===== config.mk =====
export PLATFORM = sky130hd
export DESIGN_NAME = utf16_path_to_utf8
export DESIGN_NICKNAME = d
export VERILOG_FILES = /design/src/design/utfp_pkg.sv /design/src/design/utf16_path_to_utf8.sv /design/src/design/utfp_enc.sv
export SDC_FILE = /design/constraint.sdc
export NUM_CORES = 1
export LEC_CHECK = 0
export ABC_AREA = 1
export ABC_CLOCK_PERIOD_IN_PS = 10140
export BUFFER_PORTS_ARGS = -buffer_cell sky130_fd_sc_hd__buf_2
export CAP_MARGIN = 20
export CORE_MARGIN = 5
export CORE_UTILIZATION = 65
export DETAILED_ROUTE_END_ITERATION = 8
export PLACE_DENSITY = 0.84
export SLEW_MARGIN = 40
export SYNTH_ARGS = -nofsm -noshare
export SYNTH_HDL_FRONTEND = slang
export SYNTH_SLANG_ARGS = --single-unit

===== constraint.sdc =====
create_clock -name clk -period 10.14 [get_ports clk]
set_input_delay 1.014 -clock clk [delete_from_list [all_inputs] [get_ports clk]]
set_output_delay 1.014 -clock clk [all_outputs]
set_load 0.1 [all_outputs]

===== src/design/utfp_pkg.sv =====
`timescale 1ns / 1ps
`default_nettype none
package utfp_pkg;

	// string limits and counter widths
	localparam int unsigned MAX_UNITS = 1024;
	localparam int unsigned UNITS_W   = 11;
	localparam int unsigned CNT_W     = 17;
	localparam int unsigned NRES      = 5;
	localparam logic [CNT_W-1:0] CNT_MAX = {CNT_W{1'b1}};
	localparam logic [15:0] BUF_SIZE_RST = 16'd1024;

	// code point constants
	localparam logic [20:0] CP_REPLACE = 21'h00FFFD;
	localparam logic [20:0] CP_SUPP    = 21'h010000;
	localparam logic [7:0]  CH_BSLASH  = 8'h5C;
	localparam logic [7:0]  CH_SLASH   = 8'h2F;

	// result status codes
	typedef enum logic [1:0] {
		ST_BUSY  = 2'd0,
		ST_OK    = 2'd1,
		ST_RANGE = 2'd2
	} utfp_status_t;

	// encoded code point: byte count and bytes, first byte in slot 0
	typedef struct packed {
		logic [2:0]      len;
		logic [3:0][7:0] bytes;
	} utfp_enc_t;

	// add a small offset to the byte count, clamping at its ceiling
	function automatic logic [CNT_W-1:0] sat_add(input logic [CNT_W-1:0] base,
			input logic [2:0] inc);
		logic [CNT_W:0] sum;
		sum = {1'b0, base} + {{(CNT_W-2){1'b0}}, inc};
		if (sum > {1'b0, CNT_MAX})
			return CNT_MAX;
		return sum[CNT_W-1:0];
	endfunction

endpackage
`default_nettype wire


===== src/design/utf16_path_to_utf8.sv =====
`timescale 1ns / 1ps
`default_nettype none
// An accepted item passes through the input register, then the result buffer.
// Results leave one per cycle while out_stall is low; an item has zero to five
// results, and one that has none never loads the result buffer.
// The result buffer is reloaded in the cycle its last result is taken.
// Reset: buffer_size returns to 1024, string state and both stages empty.
module utf16_path_to_utf8 import utfp_pkg::*; (
	input  wire logic        clk,
	input  wire logic        arst_n,
	input  wire logic        cfg_wr_en,
	input  wire logic [15:0] cfg_wr_data,
	input  wire logic        in_valid,
	output logic             in_stall,
	input  wire logic [15:0] code_unit,
	input  wire logic        end_of_string,
	output logic             out_valid,
	input  wire logic        out_stall,
	output logic [7:0]       out_byte,
	output logic [15:0]      out_index,
	output logic             stored,
	output logic             is_last,
	output logic [1:0]       status
);

	logic [15:0]        buf_size_q;
	logic               valid_s1;
	logic [15:0]        unit_s1;
	logic               eos_s1;
	logic [15:0]        pend_unit_q, pend_unit_d;
	logic               pend_valid_q, pend_valid_d;
	logic [CNT_W-1:0]   bytes_q, bytes_d;
	logic [UNITS_W-1:0] units_q, units_d;
	logic               buf_valid_q;
	logic [2:0]         rd_q, last_q;
	logic [7:0]         byte_q   [NRES];
	logic [15:0]        idx_q    [NRES];
	logic               stored_q [NRES];
	utfp_status_t       status_q [NRES];

	logic               have;
	logic [20:0]        cp;
	utfp_enc_t          enc;
	logic [2:0]         nbytes, nres;
	logic [CNT_W-1:0]   bytes_end;
	logic               term_ok;
	logic [7:0]         ld_byte   [NRES];
	logic [15:0]        ld_idx    [NRES];
	logic               ld_stored [NRES];
	utfp_status_t       ld_status [NRES];
	logic [CNT_W-1:0]   ld_cnt;
	logic               out_take, buf_free, consume;

	// handshake: the input register moves on when the result buffer frees up
	assign out_valid = buf_valid_q;
	assign out_take  = buf_valid_q && !out_stall;
	assign is_last   = (rd_q == last_q);
	assign buf_free  = !buf_valid_q || (out_take && is_last);
	assign consume   = valid_s1 && buf_free;
	assign in_stall  = valid_s1 && !buf_free;

	assign out_byte  = byte_q[rd_q];
	assign out_index = idx_q[rd_q];
	assign stored    = stored_q[rd_q];
	assign status    = status_q[rd_q];

	// hold the config register
	always_ff @(posedge clk or negedge arst_n) begin
		if (!arst_n)
			buf_size_q <= BUF_SIZE_RST;
		else if (cfg_wr_en)
			buf_size_q <= cfg_wr_data;
	end

	// input register
	always_ff @(posedge clk or negedge arst_n) begin
		if (!arst_n)
			valid_s1 <= 1'b0;
		else if (!valid_s1 || buf_free)
			valid_s1 <= in_valid;
	end

	always_ff @(posedge clk) begin
		if (in_valid && !in_stall) begin
			unit_s1 <= code_unit;
			eos_s1  <= end_of_string;
		end
	end

	// surrogate pairing and unit counting
	always_comb begin
		have         = 1'b0;
		cp           = '0;
		pend_valid_d = pend_valid_q;
		pend_unit_d  = pend_unit_q;
		units_d      = units_q;
		if (units_q > UNITS_W'(MAX_UNITS)) begin
			units_d = units_q;
		end else if (units_q == UNITS_W'(MAX_UNITS)) begin
			units_d      = UNITS_W'(MAX_UNITS + 1);
			pend_valid_d = 1'b0;
			pend_unit_d  = '0;
		end else begin
			units_d = units_q + 1'b1;
			if (pend_valid_q) begin
				pend_valid_d = 1'b0;
				pend_unit_d  = '0;
				have         = 1'b1;
				if (pend_unit_q[15:10] == 6'b110110 && unit_s1[15:10] == 6'b110111)
					cp = {1'b0, pend_unit_q[9:0], unit_s1[9:0]} + CP_SUPP;
				else
					cp = CP_REPLACE;
			end else if (unit_s1[15:11] == 5'b11011) begin
				if (eos_s1) begin
					cp   = CP_REPLACE;
					have = 1'b1;
				end else begin
					pend_unit_d  = unit_s1;
					pend_valid_d = 1'b1;
				end
			end else begin
				cp   = {5'd0, unit_s1};
				have = 1'b1;
			end
		end
	end

	utfp_enc u_enc (
		.cp  (cp),
		.enc (enc)
	);

	// lay out the results of this item: data bytes, then the terminator
	always_comb begin
		nbytes    = have ? enc.len : 3'd0;
		nres      = nbytes + {2'd0, eos_s1};
		bytes_end = sat_add(bytes_q, nbytes);
		term_ok   = (units_d <= UNITS_W'(MAX_UNITS)) && (bytes_end < {1'b0, buf_size_q});
		for (int j = 0; j < NRES; j++) begin
			ld_cnt = sat_add(bytes_q, 3'(j));
			if (3'(j) < nbytes) begin
				ld_byte[j]   = enc.bytes[j[1:0]];
				ld_idx[j]    = ld_cnt[15:0];
				ld_stored[j] = (ld_cnt < {1'b0, buf_size_q});
				ld_status[j] = ST_BUSY;
			end else begin
				ld_byte[j]   = 8'd0;
				ld_idx[j]    = bytes_end[15:0];
				ld_stored[j] = term_ok;
				ld_status[j] = term_ok ? ST_OK : ST_RANGE;
			end
		end
		if (eos_s1) begin
			bytes_d = '0;
		end else begin
			bytes_d = bytes_end;
		end
	end

	// advance string state; clear it at the end of a path
	always_ff @(posedge clk or negedge arst_n) begin
		if (!arst_n) begin
			pend_unit_q  <= '0;
			pend_valid_q <= 1'b0;
			bytes_q      <= '0;
			units_q      <= '0;
		end else if (consume) begin
			bytes_q <= bytes_d;
			if (eos_s1) begin
				pend_unit_q  <= '0;
				pend_valid_q <= 1'b0;
				units_q      <= '0;
			end else begin
				pend_unit_q  <= pend_unit_d;
				pend_valid_q <= pend_valid_d;
				units_q      <= units_d;
			end
		end
	end

	// result buffer control: load, step through, drop when drained
	always_ff @(posedge clk or negedge arst_n) begin
		if (!arst_n) begin
			buf_valid_q <= 1'b0;
			rd_q        <= '0;
			last_q      <= '0;
		end else if (consume && nres != 3'd0) begin
			buf_valid_q <= 1'b1;
			rd_q        <= '0;
			last_q      <= nres - 1'b1;
		end else if (out_take) begin
			if (is_last)
				buf_valid_q <= 1'b0;
			else
				rd_q <= rd_q + 1'b1;
		end
	end

	always_ff @(posedge clk) begin
		if (consume && nres != 3'd0) begin
			for (int j = 0; j < NRES; j++) begin
				byte_q[j]   <= ld_byte[j];
				idx_q[j]    <= ld_idx[j];
				stored_q[j] <= ld_stored[j];
				status_q[j] <= ld_status[j];
			end
		end
	end

endmodule
`default_nettype wire


===== src/design/utfp_enc.sv =====
`timescale 1ns / 1ps
`default_nettype none
module utfp_enc import utfp_pkg::*; (
	input  wire logic [20:0] cp,
	output utfp_enc_t        enc
);

	// pick the UTF-8 form by code point range; backslash maps to slash
	always_comb begin
		enc = '0;
		if (cp < 21'h80) begin
			enc.len      = 3'd1;
			enc.bytes[0] = (cp[7:0] == CH_BSLASH) ? CH_SLASH : cp[7:0];
		end else if (cp < 21'h800) begin
			enc.len      = 3'd2;
			enc.bytes[0] = {3'b110, cp[10:6]};
			enc.bytes[1] = {2'b10, cp[5:0]};
		end else if (cp < 21'h10000) begin
			enc.len      = 3'd3;
			enc.bytes[0] = {4'b1110, cp[15:12]};
			enc.bytes[1] = {2'b10, cp[11:6]};
			enc.bytes[2] = {2'b10, cp[5:0]};
		end else begin
			enc.len      = 3'd4;
			enc.bytes[0] = {5'b11110, cp[20:18]};
			enc.bytes[1] = {2'b10, cp[17:12]};
			enc.bytes[2] = {2'b10, cp[11:6]};
			enc.bytes[3] = {2'b10, cp[5:0]};
		end
	end

endmodule
`default_nettype wire


==> results.yml <==
timing:
  hold_viol_final: 0
  rsz0062_at_grt: "no"
  fin_crit_ns: 6.89
  worst_pin_slew_ns: 0.866
  fin_crit_sh_pct: 67.9
  finalMaxSlewViolations: 0
  max-slew-margin-rel_pct: 42.1
  setup_violations: 0
  finClkSkew_ns: 0.0137
  max_freq_mhz: 145
  tns_ns: 0
status:
  outcome: "finished, final reports clean"
routing:
  vias: 12700
  antenna_left: 0
  dr.pass1.iters: 7
  avgViaCountPerCell: 6.13
  drt_iter0_markers: 1955
  wl_per_cell_um: 20.4
  drc: 0
  totalWireLength_um: 42400
grt:
  antenna_found_initial: 1
  grt_pass1_vias: 11900
  grt_usage_pct: 34.7
  grt.met3_usage_pct: 8.63
  use_met2_pct: 51.1
  overflow: 0
  grt_pass1_wl_um: 66000
  use_met1_pct: 52.2
  grt_most_used_layer: "met1"
  grt_max_degree: 81
floorplan:
  ios: 68
  initial_utilization_pct: 66.3
  die_y_um: 157
  dieArea_um2: 24500
  coreArea_um2: 21100
  die_w_um: 157
  rows: 53
synthesis:
  yosys.cell_count.top_type: "nand2_1"
  synth_commonest_cells: "351 x nand2_1, 268 x nor2_1, 196 x inv_1, 179 x o21ai_0, 149 x edfxtp_1"
  yosysTopAreaCell: "edfxtp_1"
  seq_area_frac_synth_pct: 44.4
  yosysWarnings: 0
  synth.top_cell.area_share_pct: 32.0
  synthFlopType: "edfxtp_1"
  async_flop_share_pct: 31.7
  synth_cells: 1759
  yosysUniqueCellTypes: 51
  synth_area_um2: 14000
  postSynthAreaPerCell_um2: 7.94
  synthTopCellsByArea: "edfxtp_1 32%, dfrtp_1 12%, nand2_1 9.4%"
  yosys_register_bits: 218
  synth_edf_count: 149
placed_design:
  hpwlAfterDp_um: 30300
  io_buffers: 67
  gp_congestion: 1.06
setup_path:
  cp_data_required_time_ns: 10.39
  slowest_delay_ns: 0.62
  cpMostUsedCell: "nand2_1"
  reg2reg_slack_ns: 3.25
  slowest_stage: "nand3_2"
  r2r_cells: 29
  critical_path.endpoint_type: "register"
  startpoint_type: "register"
  cp.arrival_ns: 7.13
  worst-setup-path-type: "reg2reg"
  crit_fanout: 40
cells_and_area:
  ff_latch_area_um2: 6200
  final.fill_count: 1625
  drive_above_1_share_pct: 9.06
  fin_nets: 1914
  multi_input_area_um2: 6650
  syn2layout_area_growth_pct: 8.53
  antenna_cells: 0
clocking:
  htreeDepth: 1
  post_cts_resize_count: 0
  cts_tree: "yes"
  clock_latency_ns: 0.53
  numCtsBuffers: 24
  clk_path_buf_depth: 3
  cts_setup_buffers: 0
  cts.sinks: 218
  cts_hold_buf: 0
  path_clk_slew_ns: 0.06
  cts-root-buf: "clkbuf_16"
hold_path:
  worst_hold_path.num_cells: 2
  hold_class: "reg2reg"
flow_run:
  drv_cap: 0
-- cells by family after synthesis --
logic type | share of synthesized area, %
and+or+nand+nor | 23.5
DFF | 44.4
muxes | 0.0806
xor gates and xnor gates | 2.01
buffers and inverters | 8.37
adders and majority gates | 8.47
AOI/OAI and AO/OA | 13.1
other | 0.0268
-- final timing paths --
| path | start | end |
|---|---|---|
| worst max-delay path | eos_s1 | status_q[2][1] |
| worst min-delay path | pend_unit_q[13] | pend_unit_q[13] |
| worst max register to register | eos_s1 | status_q[2][1] |
| worst min register to register | pend_unit_q[13] | pend_unit_q[13] |
| max in group asynchronous | arst_n | rd_q[1] |
| min in group asynchronous | arst_n | buf_size_q[7] |
-- placed cells by master (no fill, tap or decap), types with 5 or more instances in the layout --
cell	instances
clkbuf_1	6
nor3_1	24
xor2_1	27
clkinv_2	5
edfxtp_1	149
a211oi_1	5
nor2_1	266
xnor2_1	5
buf_4	6
ha_1	93
o21ai_0	178
conb_1	8
inv_1	195
o21ai_1	34
nand3_1	76
a21oi_1	53
nor2_4	11
inv_2	8
buf_2	66
nand2_2	10
dfrtp_1	68
a31oi_1	26
o22ai_1	28
nand2_1	350
clkbuf_16	24
nand4_1	19
-- registers in the layout, indices dropped and copies added (netlist names) --
signal / flops
unit_s1: 16
pend_unit_q: 16
bytes_q: 17
last_q: 3
status_q: 10
valid_s1: 1
stored_q: 5
byte_q: 37
buf_size_q: 16
units_q: 11
rd_q: 3
eos_s1: 1
out_valid: 1
idx_q: 80
pend_valid_q: 1
-- final cells by class --
| cell class | count | share of cell area (%) |
|---|---|---|
| Clock buffer | 34 | 4.47 |
| Clock inverter | 10 | 0.677 |
| Inverter | 209 | 5.21 |
| Multi-Input combinational cell | 1255 | 43.8 |
| Sequential cell | 218 | 40.9 |
| Tap cell | 275 | 2.27 |
| Timing Repair Buffer | 74 | 2.62 |
-- critical path, delay by kind of cell (launching register included) --
family / cells / cell delay, ns
adders and majority gates: 3 / 0.84
and+or+nand+nor: 19 / 3.17
buffers and inverters: 2 / 0.45
DFF: 1 / 0.52
AOI/OAI and AO/OA: 4 / 1.37
xor gates and xnor gates: 1 / 0.26
-- through the flow --
stage          hold slack (ns)  cells  utilization (%)  setup slack [ns]  cell area, um^2
2_1_floorplan            0.460   1766                -              4.14            14000
3_5_place_dp             0.484   2031             68.2              3.32            14400
3_3_place_gp             0.480   2031             68.1              3.54            14400
6_report                 0.493   2075             71.9              3.25            15200
4_1_cts                  0.498   2075             71.9              3.30            15200
5_1_grt                  0.545   2075             71.9              2.74            15200
-- routing by layer --
metal | vias to the layer above | routed length (um)
met5 | - | 13
met4 | 2 | 1060
met3 | 107 | 5440
met2 | 849 | 18100
met1 | 5845 | 17800
li1 | 5910 | -
Power is not shown: default switching activity piles up to over one toggle a cycle in this logic, so the estimate is an artifact.
